### src/rtl/core/fpdrf_pkg.sv
// ----------------------------------------------------------------------------
// fpdrf_pkg
// Shared types and constants for the fixed-point decimal row formatter.
// ----------------------------------------------------------------------------
`default_nettype none

package fpdrf_pkg;

    localparam int ROW0_COLUMNS_DEFAULT = 8;
    localparam int ROW1_COLUMNS_DEFAULT = 7;

    localparam int MAX_ITEMS  = 8;
    localparam int DIGITS     = 10;
    localparam int BIN_W      = 32;
    localparam int BCD_W      = 4 * DIGITS;
    localparam int STEP_W     = $clog2(BIN_W);
    localparam int LEN_W      = 4;
    localparam int RES_W      = 3;
    localparam int PAD_W      = 2;
    localparam int SYM_W      = 4;
    localparam int COL_W      = 3;

    localparam logic [PAD_W-1:0] PAD_NONE  = 2'd0;
    localparam logic [PAD_W-1:0] PAD_BLANK = 2'd1;
    localparam logic [PAD_W-1:0] PAD_ZERO  = 2'd2;

    localparam logic [SYM_W-1:0] SYM_ZERO  = 4'd0;
    localparam logic [SYM_W-1:0] SYM_BLANK = 4'd10;

    typedef enum logic [1:0] {
        ST_IDLE,
        ST_CONV,
        ST_EVAL,
        ST_EMIT
    } state_t;

endpackage

`default_nettype wire

### src/rtl/core/fixed_point_decimal_row_formatter.sv
// ----------------------------------------------------------------------------
// fixed_point_decimal_row_formatter
// Converts an unsigned fixed-point value into one beat per display column.
//
// Usage:
//   The slave channel (s_tvalid/s_tready/s_tdata/s_tuser) takes one value
//   with its decimal places, row select and padding mode. The master channel
//   (m_tvalid/m_tready/m_tdata/m_tuser/m_tlast) returns 1 to 8 column beats,
//   leftmost first, m_tlast on the final one.
//   Conversion runs shift-and-add-3 through one digit adjust/shift unit,
//   an evaluation state then sizes the row, and the row goes out at one beat
//   per cycle while m_tready is high.
//   s_tready is high only while the block is idle, so items are handled one
//   at a time. When the receiver stalls, the current beat holds on the
//   master channel until it is taken.
//   Reset returns the sequencer to idle with no beat pending.
// ----------------------------------------------------------------------------
`default_nettype none

module fixed_point_decimal_row_formatter #(
    parameter int ROW0_COLUMNS = fpdrf_pkg::ROW0_COLUMNS_DEFAULT,
    parameter int ROW1_COLUMNS = fpdrf_pkg::ROW1_COLUMNS_DEFAULT
) (
    input  wire logic        clk,
    input  wire logic        rst_n,

    input  wire logic        s_tvalid,
    output logic             s_tready,
    input  wire logic [39:0] s_tdata,   // value[31:0], resolution[34:32], zero fill
    input  wire logic [2:0]  s_tuser,   // row[0], pad_mode[2:1]

    output logic             m_tvalid,
    input  wire logic        m_tready,
    output logic [7:0]       m_tdata,   // column[2:0], symbol[6:3], dot[7]
    output logic [0:0]       m_tuser,   // overflow[0]
    output logic             m_tlast
);

    import fpdrf_pkg::*;

    localparam int ROW0_CLAMP = (ROW0_COLUMNS > MAX_ITEMS) ? MAX_ITEMS :
                                (ROW0_COLUMNS < 1) ? 1 : ROW0_COLUMNS;
    localparam int ROW1_CLAMP = (ROW1_COLUMNS > MAX_ITEMS) ? MAX_ITEMS :
                                (ROW1_COLUMNS < 1) ? 1 : ROW1_COLUMNS;
    localparam logic [LEN_W-1:0] ROW0_W = LEN_W'(ROW0_CLAMP);
    localparam logic [LEN_W-1:0] ROW1_W = LEN_W'(ROW1_CLAMP);

    state_t              state_reg, state_next;
    logic [BIN_W-1:0]    bin_reg, bin_next;
    logic [BCD_W-1:0]    bcd_reg, bcd_next;
    logic [STEP_W-1:0]   step_reg, step_next;
    logic [RES_W-1:0]    res_reg, res_next;
    logic                row_reg, row_next;
    logic [PAD_W-1:0]    pad_reg, pad_next;
    logic [LEN_W-1:0]    ndig_reg, ndig_next;
    logic [LEN_W-1:0]    len_reg, len_next;
    logic                ovf_reg, ovf_next;
    logic [COL_W-1:0]    col_reg, col_next;

    logic [BCD_W-1:0]    bcd_adj;
    logic [LEN_W-1:0]    top_dig;
    logic [LEN_W-1:0]    ndig_min;
    logic [LEN_W-1:0]    row_width;
    logic [LEN_W-1:0]    pos;
    logic [SYM_W-1:0]    sym;
    logic                dot;
    logic                is_last;

    always_comb
    begin
        for (int d = 0; d < DIGITS; d++)
        begin
            if (bcd_reg[4*d +: 4] >= 4'd5)
                bcd_adj[4*d +: 4] = bcd_reg[4*d +: 4] + 4'd3;
            else
                bcd_adj[4*d +: 4] = bcd_reg[4*d +: 4];
        end
    end

    always_comb
    begin
        top_dig = LEN_W'(1);
        for (int d = 0; d < DIGITS; d++)
        begin
            if (bcd_reg[4*d +: 4] != 4'd0)
                top_dig = LEN_W'(d + 1);
        end
        if (top_dig < ({1'b0, res_reg} + LEN_W'(1)))
            ndig_min = {1'b0, res_reg} + LEN_W'(1);
        else
            ndig_min = top_dig;
        row_width = row_reg ? ROW1_W : ROW0_W;
    end

    always_comb
    begin
        pos     = len_reg - LEN_W'(1) - {1'b0, col_reg};
        is_last = (pos == LEN_W'(0));
        if (pos < ndig_reg)
            sym = bcd_reg[4*pos[COL_W-1:0] +: 4];
        else if (pad_reg == PAD_BLANK)
            sym = SYM_BLANK;
        else
            sym = SYM_ZERO;
        dot = (res_reg != '0) && (pos == {1'b0, res_reg});
    end

    assign s_tready = (state_reg == ST_IDLE);
    assign m_tvalid = (state_reg == ST_EMIT);
    assign m_tdata  = {dot, sym, col_reg};
    assign m_tuser  = ovf_reg;
    assign m_tlast  = is_last;

    always_comb
    begin
        state_next = state_reg;
        bin_next   = bin_reg;
        bcd_next   = bcd_reg;
        step_next  = step_reg;
        res_next   = res_reg;
        row_next   = row_reg;
        pad_next   = pad_reg;
        ndig_next  = ndig_reg;
        len_next   = len_reg;
        ovf_next   = ovf_reg;
        col_next   = col_reg;
        case (state_reg)
            ST_IDLE:
            begin
                if (s_tvalid)
                begin
                    bin_next   = s_tdata[BIN_W-1:0];
                    res_next   = s_tdata[BIN_W +: RES_W];
                    row_next   = s_tuser[0];
                    pad_next   = s_tuser[2:1];
                    bcd_next   = '0;
                    step_next  = '0;
                    state_next = ST_CONV;
                end
            end
            ST_CONV:
            begin
                bcd_next  = {bcd_adj[BCD_W-2:0], bin_reg[BIN_W-1]};
                bin_next  = {bin_reg[BIN_W-2:0], 1'b0};
                step_next = step_reg + STEP_W'(1);
                if (step_reg == STEP_W'(BIN_W - 1))
                    state_next = ST_EVAL;
            end
            ST_EVAL:
            begin
                ndig_next = ndig_min;
                ovf_next  = 1'b0;
                if (ndig_min > row_width)
                begin
                    len_next = row_width;
                    ovf_next = 1'b1;
                end
                else if ((pad_reg inside {PAD_BLANK, PAD_ZERO}) && ndig_min < row_width)
                    len_next = row_width;
                else
                    len_next = ndig_min;
                col_next   = '0;
                state_next = ST_EMIT;
            end
            ST_EMIT:
            begin
                if (m_tready)
                begin
                    if (is_last)
                        state_next = ST_IDLE;
                    else
                        col_next = col_reg + COL_W'(1);
                end
            end
            default:
            begin
                state_next = ST_IDLE;
            end
        endcase
    end

    always_ff @(posedge clk or negedge rst_n)
    begin
        if (!rst_n)
            state_reg <= ST_IDLE;
        else
            state_reg <= state_next;
    end

    always_ff @(posedge clk)
    begin
        bin_reg  <= bin_next;
        bcd_reg  <= bcd_next;
        step_reg <= step_next;
        res_reg  <= res_next;
        row_reg  <= row_next;
        pad_reg  <= pad_next;
        ndig_reg <= ndig_next;
        len_reg  <= len_next;
        ovf_reg  <= ovf_next;
        col_reg  <= col_next;
    end

endmodule

`default_nettype wire
### config.mk
export PLATFORM = sky130hd
export DESIGN_NAME = fixed_point_decimal_row_formatter
export DESIGN_NICKNAME = d
export VERILOG_FILES = /design/src/rtl/core/fpdrf_pkg.sv /design/src/rtl/core/fixed_point_decimal_row_formatter.sv
export SDC_FILE = /design/constraint.sdc
export NUM_CORES = 1
export LEC_CHECK = 0
export BUFFER_PORTS_ARGS = -buffer_cell sky130_fd_sc_hd__buf_2
export CORE_ASPECT_RATIO = 1.1
export CORE_MARGIN = 5
export CORE_UTILIZATION = 30
export CTS_CLUSTER_DIAMETER = 40
export DETAILED_ROUTE_END_ITERATION = 8
export GPL_TIMING_DRIVEN = 0
export SLEW_MARGIN = 30
export SYNTH_ARGS = -nofsm -noshare
export SYNTH_HDL_FRONTEND = slang
export SYNTH_SLANG_ARGS = --single-unit
### constraint.sdc
create_clock -name clk -period 8 [get_ports clk]
set_input_delay 0.4 -clock clk [delete_from_list [all_inputs] [get_ports clk]]
set_output_delay 0.4 -clock clk [all_outputs]
set_load 0.02 [all_outputs]
* Yosys cells after proc, flatten, opt, wreduce, memory -nomap -nowiden
Cells that the tools add are included.
** Storage, ports and cells
- Memory bits (writable) :: 0
- Output and inout bits :: 12
- Register bits after elaboration :: 97
- Input port bits :: 47
- Word-level logic and storage cells :: 114
- Memory bits (read-only) :: 0
- Latch bits :: 0
- Memories kept :: 0
** Operators by class
- Multipliers :: 0
- Div/mod/pow operators :: 0
- Shift-type cells :: 1
- Equal/unequal tests :: 12
- Add/subtract/negate cells :: 15
- Magnitude comparators :: 14
- Bitwise gates (word level) :: 0
- Reductions and logical operators :: 21
- Mux-type cells :: 40
** Operator list (number)
- $mux W4 :: 23
- $pmux W40 S2 :: 1
- $pmux W32 S2 :: 1
- $ge A4 B3 Y1 const B :: 10
- $mux W40 :: 1
- $shiftx A40 B6 Y4 :: 1
- $add A4 B2 Y4 const B :: 9
- $reduce_bool A4 Y1 :: 9
- $mux W32 :: 1
- $lt A4 B4 Y1 :: 3
- $mux W2 :: 5
- $pmux W5 S2 :: 1
- $mux W3 :: 3
- $pmux W2 S4 :: 1
- $eq A2 B2 Y1 const B :: 3
- $ne A2 B2 Y1 const B :: 3
- $pmux W3 S2 :: 1
- $reduce_bool A2 Y1 :: 3
- $add A5 B1 Y5 const B :: 1
- $eq A5 B5 Y1 const B :: 1
- $mux W5 :: 1
- $add A3 B1 Y4 const B :: 1
- $eq A2 B1 Y1 const B :: 2
- $eq A4 B3 Y1 :: 1
- other kinds (14) :: 17

* Depth between registers and ports, before layout
Gate-level depths: netlist of run 1.
- Depth after elaboration :: 16
- Depth in mapped cells :: 19
- Depth with buffers taken out :: 19

* Worst setup path before layout of run 1
No wires, ideal clock.
- Path type :: register -> register
- Start point :: register bcd_reg[20]
- End point :: register len_reg[0] (data pin)
- Setup slack :: 3.876 ns
- Path buffers :: 0
- Period minus slack after synthesis :: 4.124 ns
- Library setup time :: 0.260 ns
- Stages on the path, launching flop included :: 16
- Data arrival time :: 3.865 ns
- Data required time :: 7.740 ns
- Path through :: edfxtp_1 -> inv_1 -> ha_1 -> or3b_4 -> nor4b_4 -> a31oi_1 -> ha_1 -> a21o_1 -> a31oi_1 -> o21ai_4 -> mux2_4 -> ha_1 -> a21oi_1 -> o21ai_0 -> mux2_2 -> mux2_2
** Between the ends
- Longest elaborated chain between the ends :: 12
- Elaborated cells between the ends (all ways) :: 13
- Classes of those cells :: 3 x order compare; 8 x mux; 2 x reduce/logical
** Ends and longest elaborated chain
- start, declared :: RTL line fixed_point_decimal_row_formatter.sv:50 : logic [BCD_W-1:0] bcd_reg, bcd_next;
- start signal, assigned :: RTL line fixed_point_decimal_row_formatter.sv:193 : bcd_reg <= bcd_next;
- $reduce_bool A4 Y1 (*) :: RTL line fixed_point_decimal_row_formatter.sv:85 : if (bcd_reg[4*d +: 4] != 4'd0)
- $mux W4 (*) (5 in a row) :: RTL line fixed_point_decimal_row_formatter.sv:85
- $lt A4 B4 Y1 :: RTL line fixed_point_decimal_row_formatter.sv:88 : if (top_dig < ({1'b0, res_reg} + LEN_W'(1)))
- $mux W4 (*) :: RTL line fixed_point_decimal_row_formatter.sv:88
- named net ndig_min[1] :: RTL line fixed_point_decimal_row_formatter.sv:62 : logic [LEN_W-1:0] ndig_min;
- $lt A4 B4 Y1 :: RTL line fixed_point_decimal_row_formatter.sv:158 : else if ((pad_reg inside {PAD_BLANK, PAD_ZERO}) && ndig_min < row_width)
- $logic_and A1 B1 Y1 :: RTL line fixed_point_decimal_row_formatter.sv:158
- $mux W4 :: RTL line fixed_point_decimal_row_formatter.sv:158
- $mux W4 (*) :: RTL line fixed_point_decimal_row_formatter.sv:153 : if (ndig_min > row_width)
- end signal, assigned :: RTL line fixed_point_decimal_row_formatter.sv:199 : len_reg <= len_next;
- end, declared :: RTL line fixed_point_decimal_row_formatter.sv:56 : logic [LEN_W-1:0] len_reg, len_next;
The timed path passes the listed nets; every way through them passes the cells marked *.
A chain may end at the register's enable or synchronous reset.

* Final worst setup path of run 1
Same ends and word-level chain as after synthesis.

==> results.md, run 1 <==
- Crit Path Category: reg2reg
- Clock buffers created by TritonCTS: 9
- Ys flop type: edfxtp_1
- Final Max Slew Viols: 0
- Power Total: 3.05 mW
- MaxCap Viol Count: 0
- Post-synthesis sequential area ratio: 0.498
- Wire length per cell: 14.3 um
- Commonest cells after routing, fill and taps aside: edfxtp_1, buf_2, ha_1, inv_1, mux2_2
- Clock root buffer: clkbuf_16
- Final setup TNS: 0 ns
- Post-synth EDFFs: 95
- Mapped Nets: 566
- Row count: 53
- Worst-path clk slew: 0.07 ns
- Die height: 156 um
- Worst Skew: 0.00915 ns
- Starting DRT DRC Count: 135
- Worst relative slew slack: 0.516
- Measured slew at the worst slew-check pin: 0.726 ns
- Synth top area share: 0.490
- GP Congestion: 0.826
- Clock Tree Buf Depth: 2
- RSZ-0062 raised after global routing: no
- DR DRC count: 0
- CP Data Required Time: 8.10 ns
- Crit Path Max Fanout: 5
- PD cells: 455 nW/um2
- Initial antenna violation count: 0
- Final hold violation count: 0
- Max reg flops: 40
- Most common library cell in the layout ignoring fill and taps: edfxtp_1
- Combinational group share of total power: 0.499
- Status: completed
- Largest net degree at the start of global routing: 78
- Min-Delay Path Class: in2reg
- Final instance area: 6710 um2
- CTS sink count: 97
- Synth Cell Area: 5820 um2
- Crit. End Element: flop
- Register-to-register setup slack: 3.48 ns
- Asr flop ratio synth: 0.0206
- Final #Nets: 631
- Worst-Skew Late Latency: 0.36 ns
- Metal3 WL: 407 um
- Wire length on met2: 5600 um
- Final hold slack: 0.217 ns
- Vias in the first global route: 3,739
- Synthesis Warnings: 0
- Internal Power: 1.80 mW
- Switching Power: 1.26 mW
- Post-detail-place hpwl: 8440 um
- Sw Ratio: 0.411
- CTS tree: built
- Syn_area_per_cell: 12.3 um2
- Post-CTS Setup Inserts: 0
- Top sig layer: met4
- Synth Register Bits: 97
- IO Port Bufs: 53
- Mapped Cells: 474
- Critical Path Start Type: flop
- Synth cell types: 53
- WP data arrival: 4.63 ns
- Share of cells above drive strength 1: 0.237
- GRT overflow: 0
- Total Routing Usage GR: 0.105
- Final Util: 0.351
- Vias per inst: 4.63
- Core area: 19,100 um2
- Clock power share: 0.138
- Post-DRT Antenna Nets: 0
- Die area: 22,300 um2
- Largest area contributor in the netlist: edfxtp_1
- Sequential share of power: 0.363
- Final min period: 4.52 ns
- Vias: 3,664
- Layout overhead on the synthesized area: 15.2%
- Ranking of synthesized cells by area: edfxtp_1, ha_1, mux2_2, and2_1, inv_1
- Initial Utilization: 0.305
- M1 wire length: 4950 um
- Area after DPL: 6410 um2
- Tcrit/Tclk final: 0.565
- Fmax: 221 MHz
- Diodes inserted: 0
- H-tree depth: 3
- First-pass DRT Iterations: 4
- First-pass GRT wire length: 18,400 um
- Final WL: 11,300 um
- Final setup viols: 0
- Die W: 143 um
- Worst vdd ir: 0.000193 V
- IO Count: 59
- P_leak: 2.61 nW
-- critical path, stage by stage, from the launching register on --
cell	delay, ns
edfxtp_1	0.49
inv_1	0.10
ha_1	0.20
or3b_4	0.42
nor4b_4	0.27
a31oi_1	0.16
ha_1	0.39
a21o_1	0.20
a31oi_1	0.28
o21ai_4	0.12
mux2_4	0.33
ha_1	0.30
a21oi_1	0.07
o21ai_0	0.22
mux2_2	0.42
mux2_2	0.28
-- worst paths after layout --
check,startpoint,to,cells past startpoint
max,bcd_reg[20],len_reg[0],15
min,s_tuser[1],pad_reg[0],1
max reg2reg,bcd_reg[20],len_reg[0],15
min reg2reg,bin_reg[17],bin_reg[18],1
max in group asynchronous,rst_n,state_reg[1],2
min in group asynchronous,rst_n,state_reg[0],2
-- power by group through the flow --
stage / Sequential, mW / Clock [mW] / Combinational, mW
floorplan: 1.07 / 0 / 1.15
CTS: 1.11 / 0.438 / 1.56
global route: 1.15 / 0.453 / 1.70
finish: 1.11 / 0.422 / 1.52
global placement: 1.12 / 0 / 1.49
detailed placement: 1.12 / 0 / 1.55
-- synthesized netlist by cell type (2+ instances only) --
master	number
o21ai_0	21
xor2_1	14
a21boi_0	10
edfxtp_1	95
nand2b_1	11
nand4_1	2
and2_1	28
mux2_2	36
nor2b_1	6
nor2_1	15
clkbuf_1	10
a31oi_1	3
nor3b_4	2
a21oi_1	20
nor3b_2	3
nand2_1	34
nor3b_1	11
dfrtp_1	2
ha_1	44
mux2i_1	5
a21o_1	6
inv_1	43
nand3_1	6
xnor2_1	12
mux4_2	7
-- final cells by class --
class | instances | area (um2)
fillers | 1900 | 12400
well taps | 247 | 309
multi-input cells | 322 | 2720
plain buffers | 12 | 50.0
clock inverters | 7 | 60.1
inverters | 43 | 161
clock buffers | 9 | 225
repair buffers | 54 | 275
flip-flops and latches | 97 | 2900
-- logic make-up (layout without fill, tap and decap cells) --
logic type | count (synthesis) | in the layout | share of synthesized area
mux | 51 | 51 | 0.114
flops | 97 | 97 | 0.498
simple gates | 127 | 127 | 0.129
xor+xnor | 27 | 27 | 0.0419
compound gates | 72 | 72 | 0.0823
buf+inv | 55 | 125 | 0.0363
fa+ha+maj | 45 | 45 | 0.0980
-- metrics by stage --
| step | setup slack (ns) | instances |
|---|---|---|
| floorplan | 3.88 | 474 |
| global placement | 3.63 | 774 |
| detailed placement | 3.51 | 774 |
| CTS | 3.49 | 791 |
| global route | 3.29 | 791 |
| finish | 3.48 | 791 |
-- timing repair --
action,4_1_cts,5_1_grt
resized for setup,0,0
endpoints found under the hold margin,2,0
hold buffers,1,0
-- routing by layer --
layer,global-route usage,up-vias
met1,0.125,1744
met5,0,-
met4,0.0498,0
met2,0.179,62
met3,0.0258,28
li1,-,1830
Note: power is estimated with default switching activity, not from simulation.
==> run 2, diff against run 1 <==
ABC_AREA = 1   (was default)
clock period = 4.1 ns   (was 8 ns; I/O delays follow)
==> run 2 against run 1 <==
Compared with the run above: power grew 94%; first-iteration DRC count rose by 57%; clock power rose by 86%; sequential share of layout area increased by 0.42 points.
==> results.md, run 2 <==
- Status: completed (unchanged)
- Fmax: 270 MHz (was 221 MHz)
- Die area: 21,800 um2 (was 22,300 um2)
- Mapped Cells: 625 (was 474)
- DR DRC count: 0 (unchanged)
- H-tree depth: 3 (unchanged)
- Post-synth EDFFs: 95 (unchanged)
- Diodes inserted: 0 (unchanged)
- Hold-fix buffers at CTS: 1 (unchanged)
- Critical Path Start Type: flop (unchanged)
- Commonest cells after routing, fill and taps aside: nand2_1, edfxtp_1, inv_1, a21oi_1, o21ai_0 (was edfxtp_1, buf_2, ha_1, inv_1, mux2_2)
- Vias per inst: 4.45 (was 4.63)
- Final min period: 3.70 ns (was 4.52 ns)
- Final #Nets: 786 (was 631)
- Worst Skew: 0.00644 ns (was 0.00915 ns)
- Clock root buffer: clkbuf_16 (unchanged)
- Syn_area_per_cell: 9.11 um2 (was 12.3 um2)
- Final hold slack: 0.0274 ns (was 0.217 ns)
- Final WL: 12,000 um (was 11,300 um)
- Share of cells above drive strength 1: 0.144 (was 0.237)
- Die height: 154 um (was 156 um)
- Final Max Slew Viols: 0 (unchanged)
- Crit. End Element: flop (unchanged)
- Final hold violation count: 0 (unchanged)
- First-pass DRT Iterations: 4 (unchanged)
- CTS tree: built (unchanged)
- Synth cell types: 34 (was 53)
- Worst relative slew slack: 0.473 (was 0.516)
- Worst-Skew Late Latency: 0.36 ns (about the same)
- CP Data Required Time: 4.21 ns (was 8.10 ns)
- Clock Tree Buf Depth: 2 (unchanged)
- Reg area: 2900 um2 (unchanged)
- Post-DRT Antenna Nets: 0 (unchanged)
- Total Routing Usage GR: 0.112 (was 0.105)
- Area after DPL: 6370 um2 (was 6410 um2)
- IO Count: 59 (unchanged)
- Largest area contributor in the netlist: edfxtp_1 (unchanged)
- Die W: 141 um (was 143 um)
- PD cells: 893 nW/um2 (was 455 nW/um2)
- Core area: 18,500 um2 (was 19,100 um2)
- Crit Path Category: reg2reg (unchanged)
- IO Port Bufs: 53 (unchanged)
- GRT overflow: 0 (unchanged)
- Final instance area: 6640 um2 (was 6710 um2)
- Asr flop ratio synth: 0.0206 (unchanged)
- P_leak: 2.96 nW (was 2.61 nW)
- Tcrit/Tclk final: 0.904 (was 0.565)
- Synth Register Bits: 97 (unchanged)
- Largest net degree at the start of global routing: 21 (was 78)
- Synthesis Warnings: 0 (unchanged)
- Post-CTS Setup Inserts: 0 (unchanged)
- MaxCap Viol Count: 0 (unchanged)
- Vias in the first global route: 4,081 (was 3,739)
- First-pass GRT wire length: 19,600 um (was 18,400 um)
- Max reg flops: 40 (unchanged)
- Wire length per cell: 12.7 um (was 14.3 um)
- Initial Utilization: 0.307 (was 0.305)
- Ys flop type: edfxtp_1 (unchanged)
- Count leader, synth: nand2_1 (was edfxtp_1)
- Post-CTS sizing: 0 (unchanged)
- Final setup viols: 0 (unchanged)
- RSZ-0062 raised after global routing: no (unchanged)
- Vias: 4,193 (was 3,664)
- Ranking of synthesized cells by area: edfxtp_1, nand2_1, ha_1, inv_1, o21ai_0 (was edfxtp_1, ha_1, mux2_2, and2_1, inv_1)
- WP data arrival: 3.81 ns (was 4.63 ns)
- Most common library cell in the layout ignoring fill and taps: nand2_1 (was edfxtp_1)
- Min-Delay Path Class: in2reg (unchanged)
- GP Congestion: 0.837 (was 0.826)
- Post-detail-place hpwl: 9030 um (was 8440 um)
- Synth top area share: 0.501 (was 0.490)
- Crit Path Max Fanout: 4 (was 5)
- Clock buffers created by TritonCTS: 9 (unchanged)
- Worst vdd ir: 0.000513 V (was 0.000193 V)
- Synth Cell Area: 5690 um2 (was 5820 um2)
- Worst-path clk slew: 0.07 ns (about the same)
- Layout overhead on the synthesized area: 16.7% (was 15.2%)
- Area occupied by multi-input gates: 2390 um2 (was 2720 um2)
- Measured slew at the worst slew-check pin: 0.785 ns (was 0.726 ns)
- Post-synthesis sequential area ratio: 0.510 (was 0.498)
- Row count: 52 (was 53)
- Initial antenna violation count: 0 (unchanged)
- Fill cells: 1,903 (was 1,900)
- Power Total: 5.93 mW (was 3.05 mW)
- Starting DRT DRC Count: 212 (was 135)
- Synth cell count leaders: nand2_1, edfxtp_1, inv_1 (was edfxtp_1, ha_1, inv_1)
- CTS sink count: 97 (unchanged)
- Mapped Nets: 717 (was 566)
-- run 2: cell count changes in the layout (fill, tap and decap cells not counted), moves of 10 or more --
cell	change
nand2_1	+121
a21boi_0	-10
nor3b_1	-11
a21oi_1	+35
inv_1	+35
nor2_1	+21
o21ai_0	+34
mux2_2	-35
inv_2	+13
and2_1	-26
nand2b_1	-11
-- run 2: kinds of logic (layout without fill, tap and decap cells) --
logic type	count (synthesis)	after routing	share of synthesized area
simple gates	226	226	0.169
xor+xnor	15	15	0.0231
buf+inv	108	182	0.0719
flops	97	97	0.510
compound gates	134	134	0.126
fa+ha+maj	45	45	0.100
-- run 2: power breakdown --
group	switching (mW)	total [mW]	internal, mW	leakage, nW
combinational	2.05	3.11	1.06	1.90
sequential	0.285	2.04	1.75	0.926
clock	0.379	0.787	0.408	0.129
total	2.71	5.93	3.22	2.96
-- run 2: cell type report --
type,instances,area share
buffer,17,0.0102
clock buffer,10,0.0345
clock inverter,6,0.00508
inverter,91,0.0514
multi-input combinational,420,0.360
sequential,97,0.437
tap,243,0.0458
timing repair buffer,58,0.0561
-- run 2: critical path, stage by stage, from the launching register on --
cell      delay, ns
edfxtp_1       0.43
inv_1          0.16
ha_1           0.25
nand2_4        0.08
nor2_4         0.12
nand2_1        0.08
o21bai_1       0.15
a21oi_1        0.21
inv_1          0.07
ha_1           0.29
nand2_1        0.07
nand2_1        0.05
nand2_2        0.08
nand3_1        0.09
and2_1         0.20
ha_1           0.30
inv_1          0.04
nor2_1         0.09
o21ai_1        0.09
a21boi_1       0.18
inv_1          0.06
nand2_1        0.11
nand2_1        0.11
o21ai_0        0.09
inv_1          0.05
-- run 2: worst paths after layout --
kind	depth (start not counted)	slack [ns]	start	endpoint
hold reg to reg	2	0.52	bin_reg[5]	bin_reg[6]
max in group asynchronous	2	3.84	rst_n	state_reg[1]
hold / removal	1	0.03	s_tuser[1]	pad_reg[0]
setup reg to reg	24	0.40	bcd_reg[20]	len_reg[3]
setup / recovery	24	0.40	bcd_reg[20]	len_reg[3]
min in group asynchronous	2	0.17	rst_n	state_reg[0]
-- run 2: through the flow --
stage	setup slack [ns]	TNS, ns	utilization	std cells
2_1_floorplan	0.839	0	-	625
5_1_grt	0.0500	0	0.358	942
6_report	0.396	0	0.358	942
3_5_place_dp	0.434	0	0.344	925
4_1_cts	0.394	0	0.358	942
3_3_place_gp	-0.362	-27.31	0.338	921
-- run 2: metal layers --
metal,vias to the layer above,track usage,wire length [um]
met2,73,0.180,5550
met4,0,0.0503,238
li1,2224,-,-
met3,14,0.0198,469
met1,1882,0.147,5740
met5,-,0,0
